--- config.mk ---
export PLATFORM = sky130hd
export DESIGN_NAME = isq_ram
export DESIGN_NICKNAME = d
export VERILOG_FILES = /design/src/rtl/core/isq_ram.sv
export SDC_FILE = /design/constraint.sdc
export NUM_CORES = 2
export LEC_CHECK = 0
export BUFFER_PORTS_ARGS = -buffer_cell sky130_fd_sc_hd__buf_2
export CAP_MARGIN = 20
export CORE_ASPECT_RATIO = 1.1
export CORE_MARGIN = 2
export CORE_UTILIZATION = 30
export CTS_CLUSTER_SIZE = 24
export DETAILED_ROUTE_END_ITERATION = 12
export PLACE_DENSITY = 0.44
export SYNTH_ARGS = -nofsm -noshare
export SYNTH_HDL_FRONTEND = slang
export SYNTH_SLANG_ARGS = --single-unit
--- constraint.sdc ---
create_clock -name clk_i -period 7.7 [get_ports clk_i]
set_input_delay 1.54 -clock clk_i [delete_from_list [all_inputs] [get_ports clk_i]]
set_output_delay 1.54 -clock clk_i [all_outputs]
set_load 0.02 [all_outputs]
--- src/rtl/core/isq_ram.sv ---
// Generic simple dual-port RAM with one write port and a registered read port.
module isq_ram #(
  parameter int unsigned WIDTH = 32,
  parameter int unsigned DEPTH = 64,
  parameter int unsigned AW    = (DEPTH > 1) ? $clog2(DEPTH) : 1
) (
  input  logic             clk_i,
  input  logic             we_i,
  input  logic [AW-1:0]    waddr_i,
  input  logic [WIDTH-1:0] wdata_i,
  input  logic             re_i,
  input  logic [AW-1:0]    raddr_i,
  output logic [WIDTH-1:0] rdata_o
);

  logic [WIDTH-1:0] mem [DEPTH];
  logic [WIDTH-1:0] rdata_q;

  always_ff @(posedge clk_i) begin
    if (we_i) begin
      mem[waddr_i] <= wdata_i;
    end
    if (re_i) begin
      rdata_q <= mem[raddr_i];
    end
  end

  assign rdata_o = rdata_q;

endmodule

# After elaboration in Yosys (flattened, before gate mapping)
# Memories as Yosys holds them, arrays and structs flattened. A register that Yosys moved wholly into a read port is not among the register bits.
# Cells that the tools add are included.
# totals
ff_bits	0
ramBits	2048
output_inout_bits	32
mem_count	1
# op_classes
muxes	2
# memory_table
name	words	word_bits	rd	rd_ports_with_merged_regs	wr	line	rtl
mem	64	32	1	1	1	16	logic [WIDTH-1:0] mem [DEPTH];
# op_table
cell	count
$mux 1	2

# Longest topological paths before layout
# logic_depth
ltp_word	2
ltp_mapped	10
ltp_nobuf	5

# Worst setup path after synthesis
# OpenSTA, ideal clock, no wires.
# synth_path
path_type	input to register
start	input waddr_i[3]
end	memory mem[48][0], enable pin
setup_ns	0.461
arrival_ns	4.239
setup_slack_ns	3.000
path_stages	4
path_buffers	1
cell_sequence	clkbuf_1 nor2b_1 nand4b_1 nor3_1
# synth_rtl
element	line	rtl
from (decl)	9	input logic [AW-1:0] waddr_i,
to (decl)	16	
# Straight into the memory's write port.

==> reports/metrics.yaml <==
wl_per_cell_um: 32.9
clk_latency_ps: 880
synth_edf_count: 2080
outcome: "complete, no violations"
yosys.area_share.simple: 0.0126
critical_path.startpoint_type: "primary input"
yosys.area.top_type_share: 0.792
path_max_fanout: 119
dieHeight_um: 542
finalHoldViolCount: 0
finalWirelength_um: 239000
path_clk_slew_ps: 60
setup_violations: 0
synth_seq_area_share: 0.792
slew_headroom: 0.243
fmax_mhz: 232
globalplace.congestion: 0.771
drive_gt1_frac: 0.301
endpoint_kind: "flip-flop"
cap_viol_max_count: 0
worst_pin_slew_ps: 1130
postCtsSetupBuffers: 0
cts_buffers: 221
netlist_instances: 3324
crit_required_ps: 8280
first_global_vias: 38200
drc: 0
dpl.hpwl_um: 132000
grt_overflow: 0
irDropWorstVdd_mv: 0.179
portBuffers: 78
coreArea_mm2: 0.262
final_core_util: 0.350
n_fill_cell: 24000
clock_sinks: 2080
synth_fa_ha_area_frac: 0
final_cells: 7255
first_pass_iters: 5
area_delta_synth_final_pct: 16.0
power_density_mw_per_mm2: 265
synthFlopType: "edfxtp_1"
cts_resized: 0
ant_nets: 0
ys_seq_elements: 2080
cts-hold-fix-buffers: 0
arrival_ps: 4880
fin_crit_ps: 4300
grt_setup_unrepaired: "no"
dr.first_iter.drc_count: 4312
hold_path_class: "flip-flop to flip-flop"
viasPerCell: 5.07
ff_latch_area_mm2: 0.0625
critPathKind: "primary input to flip-flop"
synth_top_family_by_area: "multiplexers"
ys.warnings.count: 0
synth-xor-area-share: 0
muxShareOfSynthArea: 0.167
final_nets: 3632
htreeDepth: 4
synth.avg_cell_area_um2: 23.7
dp_cells: 6841
grt_max_degree: 120
grt_pass1_wl_um: 327000
syn-cell-area_mm2: 0.0788
pin_count: 79
whs_ps: 871
p_leak_nw: 27.9
fp.dieW_um: 493
root_buffer: "clkbuf_16"
dr_total_vias: 36800
dieArea_mm2: 0.267
skew_ps: 65.6
synthDistinctLibCells: 33
slew_viol_final: 0
cts_tree: "yes"
syn-num-nets: 3371
initial_core_util: 0.301
tns_ps: 0
antenna_found_initial: 28
synth-async-reset-ratio: 0
clockBufferDepth: 4
synth_compound_area_frac: 0.0167
fin_crit_sh: 0.559
multi_input_area_mm2: 0.0160
num_rows: 197
grtUsageTotal: 0.177
synth_top_area_cell: "edfxtp_1"
synth_area_leaders: "edfxtp_1, mux4_2, mux2i_1, o22ai_1, nor2_1"
cell families (layout without fill, tap and decap cells):
kind of cell           Yosys count  after routing
flip-flops                    2080           2080
multiplexers                   637            637
AND/OR/NAND/NOR                223            223
AO/OA/AOI/OAI                  202            202
buffers and inverters          182            614
other                            0             17
power by group:
group,internal [W],switching [W]
Sequential,0.0126,0.0000481
Combinational,0.000418,0.000824
Clock,0.00592,0.00444
cells in the mapped netlist (all sizes together), types with 4 or more instances:
cell	number
edfxtp	2080
mux4	544
nor2	137
buf	108
mux2i	93
o22ai	84
clkbuf	74
a21oi	62
o221ai	27
nand2	26
nor2b	15
a22oi	12
a311oi	8
nand2b	8
nor3	7
nand3	5
nand3b	5
or3b	5
a41o	4
and3	4
o32ai	4
sequential cells by signal, summed over array words and instances (netlist names):
name / count
rdata_o: 32
mem: 2048
area by class of cell:
class / count / share of cell area
flip-flops and latches: 2080 / 0.683
diodes: 17 / 0.000465
clock inverters: 120 / 0.0121
well taps: 3482 / 0.0477
multi-input cells: 1062 / 0.175
clock buffers: 274 / 0.0634
repair buffers: 220 / 0.0184
metal layers:
layer	routed length [um]	track usage
met5	26	0
met3	10800	0.0233
met4	6490	0.0455
met2	121000	0.304
met1	101000	0.237
final timing paths:
kind / start / end / slack [ps] / cells past startpoint
worst min-delay path: mem[28][4] / rdata_o[4] / 870 / 4
worst max register to register: mem[10][11] / rdata_o[11] / 5080 / 4
worst max-delay path: raddr_i[1] / rdata_o[11] / 3400 / 6
worst min register to register: mem[28][4] / rdata_o[4] / 870 / 4
critical path, cell delays in order:
cell and delay, ps:
buf_8 500, buf_12 540, mux4_2 420, mux4_2 520
o22ai_1 830, nor2_1 110
cell usage in the layout, fill, tap and decap left out, drive strengths merged, types with 2 or more instances in the layout:
cell type / count
a21oi: 62
a22oi: 12
a311oi: 8
a41o: 4
and2: 2
and3: 4
buf: 220
bufinv: 18
clkbuf: 274
clkinv: 88
clkinvlp: 8
diode: 17
edfxtp: 2080
inv: 6
mux2i: 93
mux4: 544
nand2: 26
nand2b: 8
nand3: 5
nand3b: 5
nand4: 2
nor2: 137
nor2b: 15
nor3: 7
o221ai: 27
o22ai: 84
o32ai: 4
or2: 3
or3: 3
or3b: 5
through the flow:
stage	total power [W]	area, um^2	setup slack [ps]
after global routing	0.0250	91400	3310
after detailed placement	0.0141	84400	2290
after CTS	0.0245	91300	3250
after floorplan	0.0135	78800	3000
after global placement	0.0141	84400	2320
final	0.0242	91400	3400
Power figures use the tool's default switching activity.
