==> src/rtl/core/isq_pkg.sv <==
// Shared types, constants and the control program of the indexed sequential search block.
package isq_pkg;

  localparam int unsigned DEF_PAGE_SIZE = 16;
  localparam int unsigned DEF_CAPACITY  = 1024;

  localparam int unsigned OP_W     = 2;
  localparam int unsigned KEY_W    = 32;
  localparam int unsigned DATA_W   = 32;
  localparam int unsigned STATUS_W = 2;
  localparam int unsigned POS_W    = 10;

  typedef enum logic [OP_W-1:0] {
    OP_LOAD   = 2'd0,
    OP_SEARCH = 2'd1,
    OP_CLEAR  = 2'd2
  } op_e;

  typedef enum logic [STATUS_W-1:0] {
    ST_OK        = 2'd0,
    ST_NOT_FOUND = 2'd1,
    ST_FULL      = 2'd2
  } status_e;

  typedef enum logic [3:0] {
    STEP_DONE,
    STEP_IDLE,
    STEP_LOAD,
    STEP_CLEAR,
    STEP_SCAN_RD,
    STEP_SCAN_CMP,
    STEP_PAGE,
    STEP_RD_LO,
    STEP_RD_HI,
    STEP_RD_MID,
    STEP_RANGE,
    STEP_HIT,
    STEP_BS_STEP,
    STEP_MISS
  } step_e;

  typedef enum logic [3:0] {
    DP_NONE,
    DP_EMIT,
    DP_ACCEPT,
    DP_LOAD,
    DP_CLEAR,
    DP_IDX_RD,
    DP_SCAN_STEP,
    DP_PAGE,
    DP_RD_LO,
    DP_RD_HI,
    DP_RD_MID,
    DP_HIT,
    DP_BS_STEP,
    DP_MISS
  } dp_op_e;

  typedef enum logic [3:0] {
    C_NEXT,
    C_ALWAYS,
    C_DISPATCH,
    C_OUT_BUSY,
    C_SCAN_END,
    C_NOT_PAST,
    C_NO_PAGE,
    C_LO_GT_HI,
    C_OUT_RANGE,
    C_HIT
  } cond_e;

  typedef struct packed {
    dp_op_e dp;
    cond_e  cond;
    step_e  target;
  } ctrl_word_t;

  typedef struct packed {
    logic            accept;
    logic [OP_W-1:0] op;
    logic            out_busy;
    logic            scan_end;
    logic            not_past;
    logic            no_page;
    logic            lo_gt_hi;
    logic            out_range;
    logic            hit;
  } seq_flags_t;

  // Control store: a conditional step jumps to target when its condition holds, and falls
  // through to the following step otherwise; the dispatch step holds until a request is taken.
  function automatic ctrl_word_t ucode_rom(step_e s);
    ctrl_word_t w;
    case (s)
      STEP_DONE:     w = '{dp: DP_EMIT,      cond: C_OUT_BUSY,  target: STEP_DONE};
      STEP_IDLE:     w = '{dp: DP_ACCEPT,    cond: C_DISPATCH,  target: STEP_IDLE};
      STEP_LOAD:     w = '{dp: DP_LOAD,      cond: C_ALWAYS,    target: STEP_DONE};
      STEP_CLEAR:    w = '{dp: DP_CLEAR,     cond: C_ALWAYS,    target: STEP_DONE};
      STEP_SCAN_RD:  w = '{dp: DP_IDX_RD,    cond: C_SCAN_END,  target: STEP_PAGE};
      STEP_SCAN_CMP: w = '{dp: DP_SCAN_STEP, cond: C_NOT_PAST,  target: STEP_SCAN_RD};
      STEP_PAGE:     w = '{dp: DP_PAGE,      cond: C_NO_PAGE,   target: STEP_MISS};
      STEP_RD_LO:    w = '{dp: DP_RD_LO,     cond: C_LO_GT_HI,  target: STEP_MISS};
      STEP_RD_HI:    w = '{dp: DP_RD_HI,     cond: C_NEXT,      target: STEP_IDLE};
      STEP_RD_MID:   w = '{dp: DP_RD_MID,    cond: C_NEXT,      target: STEP_IDLE};
      STEP_RANGE:    w = '{dp: DP_NONE,      cond: C_OUT_RANGE, target: STEP_MISS};
      STEP_HIT:      w = '{dp: DP_HIT,       cond: C_HIT,       target: STEP_DONE};
      STEP_BS_STEP:  w = '{dp: DP_BS_STEP,   cond: C_ALWAYS,    target: STEP_RD_LO};
      STEP_MISS:     w = '{dp: DP_MISS,      cond: C_ALWAYS,    target: STEP_DONE};
      default:       w = '{dp: DP_NONE,      cond: C_ALWAYS,    target: STEP_IDLE};
    endcase
    return w;
  endfunction

  function automatic step_e dispatch_step(logic [OP_W-1:0] op);
    step_e s;
    case (op)
      OP_LOAD:   s = STEP_LOAD;
      OP_SEARCH: s = STEP_SCAN_RD;
      OP_CLEAR:  s = STEP_CLEAR;
      default:   s = STEP_DONE;
    endcase
    return s;
  endfunction

endpackage

==> src/rtl/core/isq_seq.sv <==
// Microcode sequencer: step counter, control store lookup and jump logic.
module isq_seq import isq_pkg::*; (
  input  logic       clk_i,
  input  logic       rst_ni,
  input  seq_flags_t flags_i,
  output ctrl_word_t ctrl_o
);

  step_e      step_q, step_d;
  ctrl_word_t ctrl;
  logic       cond_true;

  assign ctrl   = ucode_rom(step_q);
  assign ctrl_o = ctrl;

  always_comb begin
    cond_true = 1'b0;
    case (ctrl.cond)
      C_OUT_BUSY:  cond_true = flags_i.out_busy;
      C_SCAN_END:  cond_true = flags_i.scan_end;
      C_NOT_PAST:  cond_true = flags_i.not_past;
      C_NO_PAGE:   cond_true = flags_i.no_page;
      C_LO_GT_HI:  cond_true = flags_i.lo_gt_hi;
      C_OUT_RANGE: cond_true = flags_i.out_range;
      C_HIT:       cond_true = flags_i.hit;
      default:     cond_true = 1'b0;
    endcase
  end

  always_comb begin
    case (ctrl.cond)
      C_NEXT:     step_d = step_e'(step_q + 4'd1);
      C_ALWAYS:   step_d = ctrl.target;
      C_DISPATCH: step_d = flags_i.accept ? dispatch_step(flags_i.op) : step_q;
      default:    step_d = cond_true ? ctrl.target : step_e'(step_q + 4'd1);
    endcase
  end

  always_ff @(posedge clk_i or negedge rst_ni) begin
    if (!rst_ni) begin
      step_q <= STEP_IDLE;
    end else begin
      step_q <= step_d;
    end
  end

endmodule
==> config.mk <==
export PLATFORM = sky130hd
export DESIGN_NAME = isq_seq
export DESIGN_NICKNAME = d
export VERILOG_FILES = /design/src/rtl/core/isq_pkg.sv /design/src/rtl/core/isq_seq.sv
export SDC_FILE = /design/constraint.sdc
export NUM_CORES = 1
export LEC_CHECK = 0
export ABC_AREA = 0
export ABC_CLOCK_PERIOD_IN_PS = 2600
export BUFFER_PORTS_ARGS = -buffer_cell sky130_fd_sc_hd__clkbuf_2
export CELL_PAD_IN_SITES_DETAIL_PLACEMENT = 1
export CELL_PAD_IN_SITES_GLOBAL_PLACEMENT = 1
export CORE_MARGIN = 4
export CORE_UTILIZATION = 32
export CTS_BUF_LIST = sky130_fd_sc_hd__clkbuf_16
export CTS_CLUSTER_SIZE = 8
export DETAILED_ROUTE_END_ITERATION = 7
export PLACE_DENSITY = 0.85
export SETUP_SLACK_MARGIN = 0.15
export SLEW_MARGIN = 20
export SYNTH_ARGS = -nofsm -noshare
export SYNTH_HDL_FRONTEND = slang
export SYNTH_SLANG_ARGS = --single-unit
==> constraint.sdc <==
create_clock -name clk_i -period 2.6 [get_ports clk_i]
set_clock_uncertainty 0.15 [all_clocks]
set_input_delay 0.26 -clock clk_i [delete_from_list [all_inputs] [get_ports clk_i]]
set_output_delay 0.26 -clock clk_i [all_outputs]
set_load 0.01 [all_outputs]
# Word level (Yosys, flattened, before mapping)
# Memory sizes are Yosys's and may differ from the RTL's.
# Index checks and enable logic that the tools add are counted.
op_classes:
  n_addsub: 1
  n_eq_ne: 12
  muxes: 5
  reduce_logical: 2
op_table:
  columns: ["operator", "count"]
  rows:
  - ["equality test 4 x 3 -> 1 bit, second input constant", 4]
  - ["case mux 4 bit (3 select lines)", 1]
  - ["case mux 3 bit (3 select lines)", 1]
  - ["equality test 4 x 2 -> 1 bit, second input constant", 2]
  - ["equality test 4 bit, second input constant", 2]
  - ["two-way mux 4 bit", 2]
  - ["case mux 1 bit (7 select lines)", 1]
  - ["adder 4 x 1 -> 4 bit, second input constant", 1]
  - ["equality test 4 x 1 -> 1 bit, second input constant", 1]
  - ["zero test 4 bit", 1]
  - ["equality test 2 x 1 -> 1 bit, second input constant", 1]
  - ["equality test 2 bit, second input constant", 1]
  - ["zero test 2 bit", 1]
  - ["inequality test 2 bit, second input constant", 1]
word_totals:
  regBits: 4
  mem_bits_ro: 192
  input_bits: 12
  out_inout_bits: 12
  elab_cells: 22
  memories: 1
memory_table:
  columns: ["name", "words", "word_bits", "read_ports", "rd_ports_with_merged_regs", "write_ports", "line", "rtl"]
  rows:
  - ["(no name shown)", 16, 12, 1, 0, 0, "isq_pkg.sv:94", "case (s)"]

# Logic depth before layout (Yosys ltp)
# An unclocked memory read counts as a cell.
depth:
  ltp_word: 5
  ltp_mapped: 9
  ltp_nobuf: 8

# Least setup slack after synthesis
# OpenSTA, ideal clock, no wires.
synth_timing:
  path_kind: "reg-to-reg"
  start: "register step_q[1]"
  end: "register step_q[2]"
  setup_ns: 0.123
  t_arrival_ns: 2.474
  required_ns: 2.327
  setup_slack_ns: -0.147
  path_stages_with_launch: 9
  path_buffers: 1
  period_less_slack_ns: 2.747
  cell_sequence: "dfrtp_1 > inv_1 > ha_1 > mux2_4 > a32o_1 > or3_1 > buf_6 > mux2_4 > o221a_1"
synth_between:
  elab_chain_cells: 5
  elab_cells_between_ends: 16
  cone_classes: "add/sub (1); eq/ne (10); mux (3); reduce/logical (1); memory (1)"
synth_rtl:
  columns: ["element", "line", "rtl"]
  rows:
  - ["start: declaration", "isq_seq.sv:9", "step_e step_q, step_d;"]
  - ["start signal: assignment", "isq_seq.sv:43", "step_q <= step_d;"]
  - ["memory (16 x 12 bit)", null, null]
  - ["equality test 4 bit (tied with other cells)", "isq_seq.sv:18", "case (ctrl.cond)"]
  - ["case mux 1 bit (7 select lines)", "isq_seq.sv:18", null]
  - ["two-way mux 4 bit", "isq_seq.sv:35", "default: step_d = cond_true ? ctrl.target : step_e'(step_q + 4'd1);"]
  - ["case mux 4 bit (3 select lines)", "isq_seq.sv:31", "case (ctrl.cond)"]
# Several ways; a longest one is shown, not always the timed one.
# A chain may end at the register's enable or synchronous reset.

# Worst setup path in the final report
layout_timing:
  start: "register step_q[0]"
  end: "register step_q[2]"
# Same word-level chain as after synthesis.

==> key figures <==
Clock tree
  • CTS clk-pin slew, worst paths: around 0.03 ns
  • CTS root buffer: clkbuf_16
  • TritonCTS clock tree: built
  • Clock net sink count: 4
  • TritonCTS Buffers: 3
  • CTS max path bufs: 2
  • H-tree Lvls: 1
  • Clk_lat worst skew: 0.23 ns

Synthesis
  • Async SR Flop Fraction: 1.00
  • Syn Nets: between 100 and 150
  • EDFF count, synth: 0
  • Commonest cells post-synth: ha_1, inv_1, mux2i_1, nand2_1, nor2_1
  • Number of synthesized register bits: 4
  • Post-synth cell types: 39
  • Ys Warns: 0
  • Post-Synthesis Cell Area: 748 sq um
  • Post-synthesis sequential area ratio: 0.135
  • Ys flop type: dfrtp_1
  • Post-synth top area share: 0.184
  • Count of mapped cells out of synthesis: 90
  • Top-count cell post-synth: ha_1
  • Post-synth top area cell: ha_1
  • Synth area leaders: ha_1, dfrtp_1, mux2i_1
  • Syn_area_per_cell: 8.31 sq um

Cells and area
  • Layout cell share with drive strength beyond 1: 0.455
  • Layout area overhead: 45.7%
  • Fill count: 272
  • FF/Latch Area: 104 sq um
  • Multi-input gate area: 639 sq um
  • # diodes: 0
  • Largest register FFs: 4
  • Biggest regs: step_q (4)
  • Final net count: 145
  • Largest register by flop count: step_q

Timing
  • Worst Tran Pin Value: 0.479 ns
  • Final Hold Viols: 0
  • RSZ-0062 raised after global routing: true
  • Final setup TNS: 0 ns
  • Hold slack: 0.229 ns
  • Max-slew headroom: 0.678
  • Fmax: 0.393 GHz
  • Pins over their slew limit: 0
  • Post-layout min period: 2.54 ns
  • Period Utilization, post-route: 0.979
  • Final Setup Violations: 0

Routing
  • Vias per cell: 5.32
  • WL per Instance: 16.6 um
  • DR vias: 792
  • DRT Pass-1 Iters: 4
  • Final wirelength: between 2 and 2.5 mm
  • DRC violations left: 0
  • Antenna Nets Post-Route: 0
  • DRT iter0 DRCs: 10

Placed design
  • Post-DP HPWL: approximately 2.1 mm
  • GP Congestion: between 0.8 and 0.9
  • # port buffers: 23

Floorplan
  • Die area: 3180 sq um
  • Row cnt: 17
  • Core Box Area: roughly 2200 sq um
  • Die Span X: 56.4 um
  • Initial Utilization: 0.338
  • Die height: 56.4 um
  • Ports: 24

Worst setup path
  • WP data arrival: 2.50 ns
  • Crit Path Category: reg -> reg
  • Critical path required time: approximately 2.6 ns
  • CP Launch Type: flip-flop
  • Max FO, Critical Path: 4
  • CP Capture Type: flip-flop

Power
  • Pwr Total: 1.82 mW
  • Leakage: 0.516 nW
  • Power per cell area: 1670 nW/um^2
  • VDD IR max: 0.000804 V

Global route
  • Vias in the first global route: around 880
  • Initial antenna violation count: 0
  • Overflow after GRT: 0
  • Total GRT Usage: 0.167
  • First-pass GRT wire length: between 4 and 5 mm
  • Largest net degree at the start of global routing: 14

Min path
  • Min-Delay Path Class: in -> async

Status
  • Status: finished clean

Run
  • Max-Cap Viols: 0
[metrics by stage]
| stage | setup WS, ns | area [sq um] | utilization | instances |
|---|---|---|---|---|
| finish | 0.0553 | 1090 | 0.493 | 149 |
| global route | -0.0216 | 1090 | 0.493 | 149 |
| CTS | 0.0901 | 1070 | 0.482 | 148 |
| detailed placement | 0.0245 | 952 | 0.430 | 141 |
| global placement | 0.0926 | 952 | 0.430 | 141 |
| floorplan | 0.0336 | 796 | - | 90 |
[repair_timing]
action,CTS,global route
cloned,0,0
hold buffers,1,0
setup buffers,2,1
setup endpoints to repair,4,4
endpoints found under the hold margin,4,0
pin swaps,1,1
resized for setup,3,3
[critical path, stage by stage, from the launching register on]
cell and delay [ns]:
dfstp_2 0.54, ha_4 0.13, inv_2 0.05, ha_4 0.15
mux2_2 0.27, a32o_1 0.22, or3_4 0.41, mux2_4 0.31
o221a_1 0.20
[placed cells by master (no fill, tap or decap), drive strengths merged, types with 3 or more instances in the layout]
cell	n
nand2b	3
nor2	5
ha	11
and2	3
mux2	4
o21ai	5
inv	11
buf	9
clkbuf	26
dfrtp	3
mux2i	7
nand2	6
[area by class of cell]
class	count	share of cell area
inverter	10	0.0367
multi-input combinational	70	0.587
tap	28	0.0321
clock buffer	3	0.0689
sequential	4	0.0953
clock inverter	1	0.00344
timing repair buffer	33	0.177
[cells by family after synthesis]
| kind of cell | after synthesis | synth area share |
|---|---|---|
| muxes | 12 | 0.194 |
| AOI/OAI and AO/OA | 19 | 0.186 |
| DFF | 4 | 0.135 |
| and+or+nand+nor | 26 | 0.184 |
| buffers and inverters | 16 | 0.0936 |
| xor gates and xnor gates | 2 | 0.0234 |
| adders and majority gates | 11 | 0.184 |
[layer usage]
| metal | track usage | part of all wire | vias up | wire, um |
|---|---|---|---|---|
| li1 | - | - | 381 | - |
| met3 | 0.0276 | 0.051 | 2 | 125 |
| met1 | 0.200 | 0.43 | 383 | 1060 |
| met5 | 0 | 0 | - | 0 |
| met4 | 0.0610 | 0.0057 | 0 | 14 |
| met2 | 0.297 | 0.51 | 26 | 1270 |
[report_power, final]
part | internal, mW | switching, mW | total, mW | leakage, nW
registers | 0.107 | 0.0544 | 0.161 | 0.0460
logic | 0.676 | 0.735 | 1.41 | 0.428
clock network | 0.199 | 0.0463 | 0.245 | 0.0423
[final timing paths]
check | start | end | slack, ns | cells past startpoint
worst min register to register | step_q[0]$_DFFE_PN1P_ | step_q[3]$_DFFE_PN0P_ | 0.72 | 4
min in group clk_i | flags_i[7] | step_q[1]$_DFFE_PN0P_ | 0.26 | 3
worst max register to register | step_q[0]$_DFFE_PN1P_ | step_q[2]$_DFFE_PN0P_ | 0.06 | 8
worst max-delay path | step_q[0]$_DFFE_PN1P_ | step_q[2]$_DFFE_PN0P_ | 0.06 | 8
worst min-delay path | rst_ni | step_q[3]$_DFFE_PN0P_ | 0.23 | 2
max in group asynchronous | rst_ni | step_q[0]$_DFFE_PN1P_ | 1.86 | 2
(Power assumes the default switching activity.)
